--- config.mk ---
export PLATFORM = sky130hd
export DESIGN_NAME = pixel_row_metadata_decoder_unit
export DESIGN_NICKNAME = d
export VERILOG_FILES = /design/src/rtl/pmd_pkg.sv /design/src/rtl/pmd_byte_cell.sv /design/src/rtl/pmd_sampler.sv /design/src/rtl/pmd_result_pipe.sv /design/src/rtl/pixel_row_metadata_decoder_unit.sv
export SDC_FILE = /design/constraint.sdc
export NUM_CORES = 1
export LEC_CHECK = 0
export BUFFER_PORTS_ARGS = -buffer_cell sky130_fd_sc_hd__buf_2
export CORE_MARGIN = 5
export CORE_UTILIZATION = 55
export DETAILED_ROUTE_END_ITERATION = 12
export PLACE_DENSITY = 0.85
export SLEW_MARGIN = 20
export SYNTH_ARGS = -nofsm -noshare
export SYNTH_HDL_FRONTEND = slang
export SYNTH_HIERARCHICAL = 1
export SYNTH_SLANG_ARGS = --single-unit
--- constraint.sdc ---
create_clock -name clk -period 40.2 [get_ports clk]
set_clock_uncertainty 0.15 [all_clocks]
set_input_delay 6.03 -clock clk [delete_from_list [all_inputs] [get_ports clk]]
set_output_delay 6.03 -clock clk [all_outputs]
set_load 0.01 [all_outputs]
--- src/rtl/pmd_pkg.sv ---
// Shared constants and types of the pixel row metadata decoder.
`default_nettype none
package pmd_pkg;

    localparam int ROW_WIDTH     = 3200;
    localparam int SAMPLE_PITCH  = 8;
    localparam int SAMPLE_BITS   = $clog2(SAMPLE_PITCH);
    localparam int SAMPLE_PHASE  = SAMPLE_PITCH / 2;
    localparam int POS_W         = 12;
    localparam int RECORD_BYTES  = 50;

    localparam logic [POS_W-1:0] POS_MAX  = {POS_W{1'b1}};
    localparam logic [POS_W-1:0] POS_LAST = POS_W'(ROW_WIDTH - 1);

    localparam logic [15:0] MAGIC_A = 16'habcd;
    localparam logic [15:0] MAGIC_B = 16'hface;

    // Record layout (byte offsets)
    localparam int MAGIC_A_BASE = 1;
    localparam int FC_BASE      = 3;
    localparam int TS_BASE      = 16;
    localparam int PAIR_BASE    = 24;
    localparam int EXP_BASE     = 28;
    localparam int GAIN_BASE    = 40;
    localparam int MAGIC_B_BASE = 48;

    localparam int NUM_CAMERAS = 5;
    localparam logic [2:0] CAM_MAX = 3'(NUM_CAMERAS - 1);

    // Row offset = (exposure + bias) / 38, via reciprocal multiply
    localparam int SUM_W       = 17;
    localparam int OFFSET_BIAS = 275;
    localparam int DIV_SHIFT   = 24;
    localparam int RECIP_W     = 19;
    localparam logic [RECIP_W-1:0] DIV_RECIP = RECIP_W'(441506);
    localparam int PROD_W      = SUM_W + RECIP_W;
    localparam int QUOT_W      = PROD_W - DIV_SHIFT;

    localparam int ROW_W = 9;
    localparam logic [ROW_W-1:0] ROW_MIN      = ROW_W'(8);
    localparam logic [ROW_W-1:0] ROW_MAX      = ROW_W'(375);
    localparam logic [ROW_W-1:0] CROP_DEFAULT = ROW_W'(40);

    // Configuration
    localparam int CFG_INDEX_W = 2;
    localparam logic [CFG_INDEX_W-1:0] CFG_BIT_THRESHOLD = 2'd0;
    localparam logic [CFG_INDEX_W-1:0] CFG_CAMERA_SELECT = 2'd1;
    localparam logic [7:0] THRESHOLD_RESET = 8'd128;
    localparam logic [2:0] CAMERA_RESET    = 3'd0;

    // Sampler to byte chain and row-end logic
    typedef struct packed {
        logic       push;
        logic [7:0] data;
        logic       row_full;
    } sample_t;

    // Record fields captured at the end of a row
    typedef struct packed {
        logic        ok;
        logic [7:0]  ftype;
        logic [15:0] frame_counter;
        logic [31:0] pair_counter;
        logic [63:0] timestamp;
        logic [15:0] exp_sel;
        logic [7:0]  gain;
        logic [15:0] exp0;
    } rec_fields_t;

endpackage
`default_nettype wire

--- src/rtl/pmd_byte_cell.sv ---
// One byte cell of the record shift chain.
`default_nettype none
module pmd_byte_cell (
    input  wire logic       clk,
    input  wire logic       shift_en,
    input  wire logic [7:0] data_in,
    output logic      [7:0] data_out
);
    logic [7:0] data_reg;

    // Advance the chain when a completed byte enters at the tail
    always_ff @(posedge clk)
    begin
        if (shift_en)
        begin
            data_reg <= data_in;
        end
    end

    assign data_out = data_reg;
endmodule
`default_nettype wire

--- src/rtl/pmd_sampler.sv ---
// Pixel position counter, threshold sampler and bit packer.
`default_nettype none
module pmd_sampler (
    input  wire logic       clk,
    input  wire logic       rst_n,
    input  wire logic       accept,
    input  wire logic [7:0] pixel,
    input  wire logic       last_pixel,
    input  wire logic [7:0] threshold,
    output pmd_pkg::sample_t sample
);
    import pmd_pkg::*;

    logic [POS_W-1:0] pos_reg, pos_next;
    logic [7:0]       acc_reg, acc_next;
    logic             sample_hit;
    logic [2:0]       slot;
    logic [7:0]       acc_new;

    assign slot       = pos_reg[SAMPLE_BITS +: 3];
    assign sample_hit = (pos_reg < POS_W'(ROW_WIDTH)) &&
                        (pos_reg[SAMPLE_BITS-1:0] == SAMPLE_BITS'(SAMPLE_PHASE));

    // MSB first: slot 0 starts a fresh byte
    assign acc_new = ((slot == 3'd0) ? 8'h00 : acc_reg) |
                     ((pixel > threshold) ? (8'h80 >> slot) : 8'h00);

    always_comb
    begin
        pos_next = pos_reg;
        acc_next = acc_reg;
        if (accept)
        begin
            if (sample_hit)
            begin
                acc_next = acc_new;
            end
            if (last_pixel)
            begin
                pos_next = '0;
                acc_next = '0;
            end
            else if (pos_reg != POS_MAX)
            begin
                pos_next = pos_reg + POS_W'(1);
            end
        end
    end

    always_ff @(posedge clk or negedge rst_n)
    begin
        if (!rst_n)
        begin
            pos_reg <= '0;
            acc_reg <= '0;
        end
        else
        begin
            pos_reg <= pos_next;
            acc_reg <= acc_next;
        end
    end

    assign sample.push     = accept && sample_hit && (slot == 3'd7);
    assign sample.data     = acc_new;
    assign sample.row_full = (pos_reg == POS_LAST);
endmodule
`default_nettype wire

--- src/rtl/pmd_result_pipe.sv ---
// Two-stage result pipeline: capture, reciprocal multiply, clamp.
`default_nettype none
module pmd_result_pipe (
    input  wire logic        clk,
    input  wire logic        rst_n,
    input  wire logic        load,
    input  wire pmd_pkg::rec_fields_t fields,
    output logic             load_ready,
    output logic             result_valid,
    input  wire logic        result_ready,
    output logic             frame_ok,
    output logic             slam_frame,
    output logic [7:0]       frame_type_byte,
    output logic [15:0]      frame_counter,
    output logic [31:0]      pair_counter,
    output logic [63:0]      timestamp_us,
    output logic [15:0]      exposure,
    output logic [7:0]       gain,
    output logic [8:0]       camera_row_offset,
    output logic [8:0]       crop_row
);
    import pmd_pkg::*;

    function automatic logic [ROW_W-1:0] row_clamp(input logic [QUOT_W-1:0] q);
        logic [ROW_W-1:0] r;
        if (q > QUOT_W'(ROW_MAX))
            r = ROW_MAX;
        else if (q < QUOT_W'(ROW_MIN))
            r = ROW_MIN;
        else
            r = q[ROW_W-1:0];
        return r;
    endfunction

    logic              s1_valid_reg;
    rec_fields_t       s1_fields_reg;
    logic [SUM_W-1:0]  s1_sum_sel_reg;
    logic [SUM_W-1:0]  s1_sum0_reg;

    logic              s2_valid_reg;
    rec_fields_t       s2_fields_reg;
    logic [PROD_W-1:0] s2_prod_sel_reg;
    logic [PROD_W-1:0] s2_prod0_reg;

    logic s1_free, s2_free;
    logic [ROW_W-1:0] off_sel, off0;

    assign s2_free    = !s2_valid_reg || result_ready;
    assign s1_free    = !s1_valid_reg || s2_free;
    assign load_ready = s1_free;

    always_ff @(posedge clk or negedge rst_n)
    begin
        if (!rst_n)
        begin
            s1_valid_reg <= 1'b0;
            s2_valid_reg <= 1'b0;
        end
        else
        begin
            if (s1_free)
            begin
                s1_valid_reg <= load;
            end
            if (s2_free)
            begin
                s2_valid_reg <= s1_valid_reg;
            end
        end
    end

    // Drop every field of a rejected row to zero at capture
    always_ff @(posedge clk)
    begin
        if (s1_free && load)
        begin
            s1_fields_reg  <= fields.ok ? fields : '0;
            s1_sum_sel_reg <= fields.ok ?
                              (SUM_W'(fields.exp_sel) + SUM_W'(OFFSET_BIAS)) : '0;
            s1_sum0_reg    <= fields.ok ?
                              (SUM_W'(fields.exp0) + SUM_W'(OFFSET_BIAS)) : '0;
        end
        if (s2_free && s1_valid_reg)
        begin
            s2_fields_reg   <= s1_fields_reg;
            s2_prod_sel_reg <= PROD_W'(s1_sum_sel_reg) * PROD_W'(DIV_RECIP);
            s2_prod0_reg    <= PROD_W'(s1_sum0_reg) * PROD_W'(DIV_RECIP);
        end
    end

    assign off_sel = row_clamp(s2_prod_sel_reg[DIV_SHIFT +: QUOT_W]);
    assign off0    = row_clamp(s2_prod0_reg[DIV_SHIFT +: QUOT_W]);

    assign result_valid    = s2_valid_reg;
    assign frame_ok        = s2_fields_reg.ok;
    assign slam_frame      = s2_fields_reg.ftype[7];
    assign frame_type_byte = s2_fields_reg.ftype;
    assign frame_counter   = s2_fields_reg.frame_counter;
    assign pair_counter    = s2_fields_reg.pair_counter;
    assign timestamp_us    = s2_fields_reg.timestamp;
    assign exposure        = s2_fields_reg.exp_sel;
    assign gain            = s2_fields_reg.gain;
    assign camera_row_offset = s2_fields_reg.ok ? off_sel : '0;
    assign crop_row = !s2_fields_reg.ok      ? '0 :
                      s2_fields_reg.ftype[7] ? off0 : CROP_DEFAULT;
endmodule
`default_nettype wire

--- src/rtl/pixel_row_metadata_decoder_unit.sv ---
// Top level of the pixel row metadata decoder.
`default_nettype none
// Decodes the metadata row a camera embeds in its frames. Pixels come in one
// transaction per clock on the pixel channel; every eighth pixel (offset 4 of
// each 8-pixel block) is compared against bit_threshold and the bits are
// packed MSB first into a 50-byte record held in a chain of byte cells, each
// completed byte entering at the tail and moving the others one cell along.
// The transaction marked last_pixel closes the row: the row is good only if it
// was exactly 3200 pixels wide and carries the little-endian magics 0xabcd
// (bytes 1..2) and 0xface (bytes 48..49). One result transaction follows per
// row, with frame type, SLAM flag, counters, timestamp and the exposure, gain
// and row offset of the camera chosen by camera_select (values above 4 select
// camera 4); a bad row reports all fields as zero. Throughput is one pixel per
// clock while pixel_ready is high, set by the sampler's single compare and
// shift; the row offset divide by 38 is a reciprocal multiply in the second
// result stage. Two result stages buffer row ends, so pixel_ready falls only
// when both hold an untaken result and result_ready is low. Configuration
// writes are always taken (cfg_ready is tied high) and belong to idle
// periods; indexes past camera_select are ignored.
module pixel_row_metadata_decoder_unit (
    input  wire logic        clk,
    input  wire logic        rst_n,
    input  wire logic        cfg_valid,
    output logic             cfg_ready,
    input  wire logic [pmd_pkg::CFG_INDEX_W-1:0] cfg_index,
    input  wire logic [7:0]  cfg_data,
    input  wire logic        pixel_valid,
    output logic             pixel_ready,
    input  wire logic [7:0]  pixel,
    input  wire logic        last_pixel,
    output logic             result_valid,
    input  wire logic        result_ready,
    output logic             frame_ok,
    output logic             slam_frame,
    output logic [7:0]       frame_type_byte,
    output logic [15:0]      frame_counter,
    output logic [31:0]      pair_counter,
    output logic [63:0]      timestamp_us,
    output logic [15:0]      exposure,
    output logic [7:0]       gain,
    output logic [8:0]       camera_row_offset,
    output logic [8:0]       crop_row
);
    import pmd_pkg::*;

    logic [7:0] threshold_reg;
    logic [2:0] camera_reg;
    logic       pixel_accept;
    sample_t    sample;
    logic [2:0] cam_sat;
    rec_fields_t fields;

    logic [7:0] rec_byte [RECORD_BYTES];

    // Configuration registers; the user must make writes land only while idle, the block does not enforce it
    assign cfg_ready = 1'b1;

    always_ff @(posedge clk or negedge rst_n)
    begin
        if (!rst_n)
        begin
            threshold_reg <= THRESHOLD_RESET;
            camera_reg    <= CAMERA_RESET;
        end
        else if (cfg_valid && cfg_ready)
        begin
            unique case (cfg_index)
                CFG_BIT_THRESHOLD: threshold_reg <= cfg_data;
                CFG_CAMERA_SELECT: camera_reg    <= cfg_data[2:0];
                default: ;
            endcase
        end
    end

    assign pixel_accept = pixel_valid && pixel_ready;

    pmd_sampler u_sampler (
        .clk        (clk),
        .rst_n      (rst_n),
        .accept     (pixel_accept),
        .pixel      (pixel),
        .last_pixel (last_pixel),
        .threshold  (threshold_reg),
        .sample     (sample)
    );

    // Record chain: byte k of the row sits in cell k once all 50 bytes are in
    for (genvar i = 0; i < RECORD_BYTES; i++)
    begin : g_cell
        logic [7:0] cell_in;
        if (i == RECORD_BYTES - 1)
        begin : g_tail
            assign cell_in = sample.data;
        end
        else
        begin : g_body
            assign cell_in = rec_byte[i+1];
        end
        pmd_byte_cell u_cell (
            .clk      (clk),
            .shift_en (sample.push),
            .data_in  (cell_in),
            .data_out (rec_byte[i])
        );
    end

    // Saturate the camera selector at the last camera
    assign cam_sat = (camera_reg > CAM_MAX) ? CAM_MAX : camera_reg;

    // Gather the record fields seen at the closing pixel
    always_comb
    begin
        fields.ok = sample.row_full &&
                    ({rec_byte[MAGIC_A_BASE+1], rec_byte[MAGIC_A_BASE]} == MAGIC_A) &&
                    ({rec_byte[MAGIC_B_BASE+1], rec_byte[MAGIC_B_BASE]} == MAGIC_B);
        fields.ftype         = rec_byte[0];
        fields.frame_counter = {rec_byte[FC_BASE+1], rec_byte[FC_BASE]};
        for (int k = 0; k < 4; k++)
        begin
            fields.pair_counter[8*k +: 8] = rec_byte[PAIR_BASE+k];
        end
        for (int k = 0; k < 8; k++)
        begin
            fields.timestamp[8*k +: 8] = rec_byte[TS_BASE+k];
        end
        fields.exp0    = {rec_byte[EXP_BASE+1], rec_byte[EXP_BASE]};
        fields.exp_sel = fields.exp0;
        fields.gain    = rec_byte[GAIN_BASE];
        for (int c = 1; c < NUM_CAMERAS; c++)
        begin
            if (cam_sat == 3'(c))
            begin
                fields.exp_sel = {rec_byte[EXP_BASE+2*c+1], rec_byte[EXP_BASE+2*c]};
                fields.gain    = rec_byte[GAIN_BASE+c];
            end
        end
    end

    pmd_result_pipe u_result (
        .clk               (clk),
        .rst_n             (rst_n),
        .load              (pixel_accept && last_pixel),
        .fields            (fields),
        .load_ready        (pixel_ready),
        .result_valid      (result_valid),
        .result_ready      (result_ready),
        .frame_ok          (frame_ok),
        .slam_frame        (slam_frame),
        .frame_type_byte   (frame_type_byte),
        .frame_counter     (frame_counter),
        .pair_counter      (pair_counter),
        .timestamp_us      (timestamp_us),
        .exposure          (exposure),
        .gain              (gain),
        .camera_row_offset (camera_row_offset),
        .crop_row          (crop_row)
    );
endmodule
`default_nettype wire

==> parameters.txt <==
Parameter                              Value

Power and ir drop
  PD cells ... between 60 and 70 mW/mm^2
  IR drop worst, VDD ... 0.0490 mV
  Leak ... 16.8 nW
  NetSw ... 851 uW
  Design Power ... 2.57 mW
  Part of the power in registers ... 37.6%
  Switching power share of the total ... 33.1%
  Part of the total power dissipated in the clock network ... 28.1%
  Power Internal ... 1.72 mW
  Comb power frac ... around 34%

Cells and area
  Post-layout instance count excluding filler cells ... between 3000 and 4000
  Final design utilization ... a little over three fifths
  Synthesis-to-finish area growth ... 12.1%
  Antenna Diode Count ... 0
  Final-stage net count ... ~3100
  Share of layout cells above drive strength 1 ... 14.8%
  Post-route cell area ... 0.0421 sq mm
  Largest register FFs ... 400

Detailed routing
  Routed wl met2 ... 37900 um
  Via-to-Cell Ratio ... 5.53
  Via count ... 19600
  DRC violation count after routing ... 0
  Routed length per placed instance ... between 20 and 25 um
  Metal1 wirelength ... 30200 um
  Detailed Routing Iterations Pass 1 ... 5
  Highest metal used ... met4
  Antenna violation net count after detailed routing ... 0
  Detailed route wirelength on metal3 ... 4750 um
  Final WL ... 75200 um
  First-iteration detailed-routing DRC count ... 1673

Logic synthesis
  Syn_nets ... just under 3000
  Average cell area after synthesis ... 15.8 sq um
  Most frequent cells after synthesis ... 748 x sky130_fd_sc_hd__edfxtp_1, 357 x sky130_fd_sc_hd__inv_1, 294 x sky130_fd_sc_hd__ha_1
  Proportion of synthesized chip area in sequential cells ... 62.0%
  Post-synth EDFFs ... 748
  Fraction of registers with async set/reset ... under 10%
  Synth area leaders ... sky130_fd_sc_hd__edfxtp_1 60%, sky130_fd_sc_hd__fa_1 11%, sky130_fd_sc_hd__ha_1 9.8%, sky130_fd_sc_hd__inv_1 3.6%, sky130_fd_sc_hd__and2_1 2.8%
  Number of distinct standard cells referenced by the synthesized netlist ... between 80 and 90
  Cell count after synthesis ... between 2000 and 2500
  Flip-flop and latch count after synthesis ... slightly below 800
  Cell accounting for the most synthesized area ... sky130_fd_sc_hd__edfxtp_1
  Area of the mapped netlist ... 0.0376 sq mm
  Post-synth top area share ... 59.8%
  Yosys warns ... 6
  Most common cell in the synthesized netlist ... sky130_fd_sc_hd__edfxtp_1
  Most used flip-flop cell after synthesis ... sky130_fd_sc_hd__edfxtp_1

Placed design
  Number of I/O port buffers ... 189
  Placed cell count ... 3409
  Post-placement setup slack ... 27500 ps
  Placed wire-length estimate ... 51000 um
  Area after DPL ... 0.0395 sq mm
  Final weighted congestion in routability-driven placement ... 0.898

Global routing
  Number of antenna violations at the first check in global routing ... 0
  Maximum number of pins on one net before global-route repair ... 121
  Global-route usage over all layers ... 20.4%
  Total global routing overflow ... 0
  Vias in the first global route ... around 21000
  First-pass GRT wire length ... 118000 um

Floorplan
  Top-level port count ... 191
  Initial standard-cell utilization of the core ... 55.7%
  Core region area ... 0.0674 sq mm
  Count of standard-cell rows ... 95
  Die area ... 0.0736 sq mm
  Die H ... approximately 270 um
  Die boundary width ... 271 um

STA
  RSZ-0062 raised after global routing ... false
  Final setup violating endpoints ... 0
  Max Clock Freq ... 0.0787 GHz
  Final number of max-transition violations ... 0
  Tmin final ... ~13000 ps
  Rel. slew slack ... 29.6%
  Setup TNS Final ... 0 ps
  Worst Slack Setup Final ... 27490 ps
  Tightest hold margin ... 252 ps
  Number of endpoints with negative hold slack in the final report ... 0
  Fraction of the cycle the final worst path needs ... 31.6%
  Least-Margin Pin Slew ... 1060 ps

Worst setup path
  Type of the worst setup path ... input pin to output pin
  Crit Path Max Fanout ... 5
  CP startpoint kind ... input pin
  Arrival time of data at the critical path endpoint ... 6530 ps
  Required time of the worst setup path ... ~34000 ps
  Endpoint kind of the worst setup timing path ... output pin

Clocking
  Number of buffers inserted by post-CTS setup repair ... 0
  Longest Clk Path Bufs ... 3
  Count of hold buffers inserted by post-cts repair ... 0
  Number of buffers created by CTS ... a little under 80
  Clk Latency, worst-skew pair ... 630 ps
  Reg clk slew, reported paths ... 60 ps
  Number of clock sinks seen by CTS ... 781
  TritonCTS clock tree ... done
  H-tree depth ... 3
  Root cell of the clock tree ... sky130_fd_sc_hd__clkbuf_16
  Quantity of gates resized following cts ... 0

Hold path
  Hold WC Path Type ... flop to flop

Job
  Max-cap viol count ... 0

Run status
  Result of the run ... completed
## layout by cell type, fill, tap and decap left out, drive strengths merged, types with 42 or more instances in the layout
master	n
clkbuf	95
and2	171
ha	294
inv	363
nand2	43
buf	203
a21oi	57
fa	198
nor2	42
edfxtp	748
## layer usage
metal / global-route usage [%] / vias up
met5: 0 / -
met4: 6.24 / 0
met3: 4.04 / 151
met2: 35.2 / 705
met1: 26.6 / 9858
li1: - / 8907
## final timing paths
kind,start,to,slack [ps],depth (start not counted)
worst min register to register,g_cell[6].u_cell/data_out[0],g_cell[5].u_cell/data_out[0],250,0
worst max register to register,u_result/s1_sum_sel_reg[6],u_result/s2_prod_sel_reg[32],33490,18
worst min-delay path,g_cell[6].u_cell/data_out[0],g_cell[5].u_cell/data_out[0],250,0
max in group asynchronous,rst_n,camera_reg[2],34080,1
worst max-delay path,result_ready,pixel_ready,27490,3
min in group asynchronous,rst_n,u_sampler/acc_reg[5],5330,1
## logic make-up (layout without fill, tap and decap cells)
| family | after synthesis | in the layout | synth area share (%) |
|---|---|---|---|
| other | 1 | 1 | 0.00998 |
| buffers and inverters | 397 | 700 | 4.12 |
| adder cells (fa/ha/maj) | 492 | 492 | 20.3 |
| multiplexers | 60 | 60 | 2.57 |
| AND/OR/NAND/NOR | 394 | 394 | 6.07 |
| flip-flops | 781 | 781 | 62.0 |
| XOR/XNOR | 53 | 53 | 1.24 |
| AO/OA/AOI/OAI | 195 | 195 | 3.65 |
## power groups by stage
stage,sequential [mW],clock [mW],combinational [mW]
floorplan,0.981,0,0.658
global placement,0.981,0,0.830
detailed placement,0.982,0,0.867
CTS,0.966,0.736,0.878
global route,0.969,0.775,0.996
finish,0.966,0.723,0.882
## critical path, stage by stage
cell and delay [ps]:
sky130_fd_sc_hd__buf_2 100, sky130_fd_sc_hd__nand3b_1 210, sky130_fd_sc_hd__buf_2 180
## final cells by class
class	instances	area, sq um
Multi-Input combinational cell	1195	12700
Timing Repair Buffer	203	1050
Clock inverter	45	529
Clock buffer	95	2060
Sequential cell	781	23300
Inverter	357	1340
Tap cell	873	1090
Fill cell	4576	25300
Power figures use the tool's default switching activity.
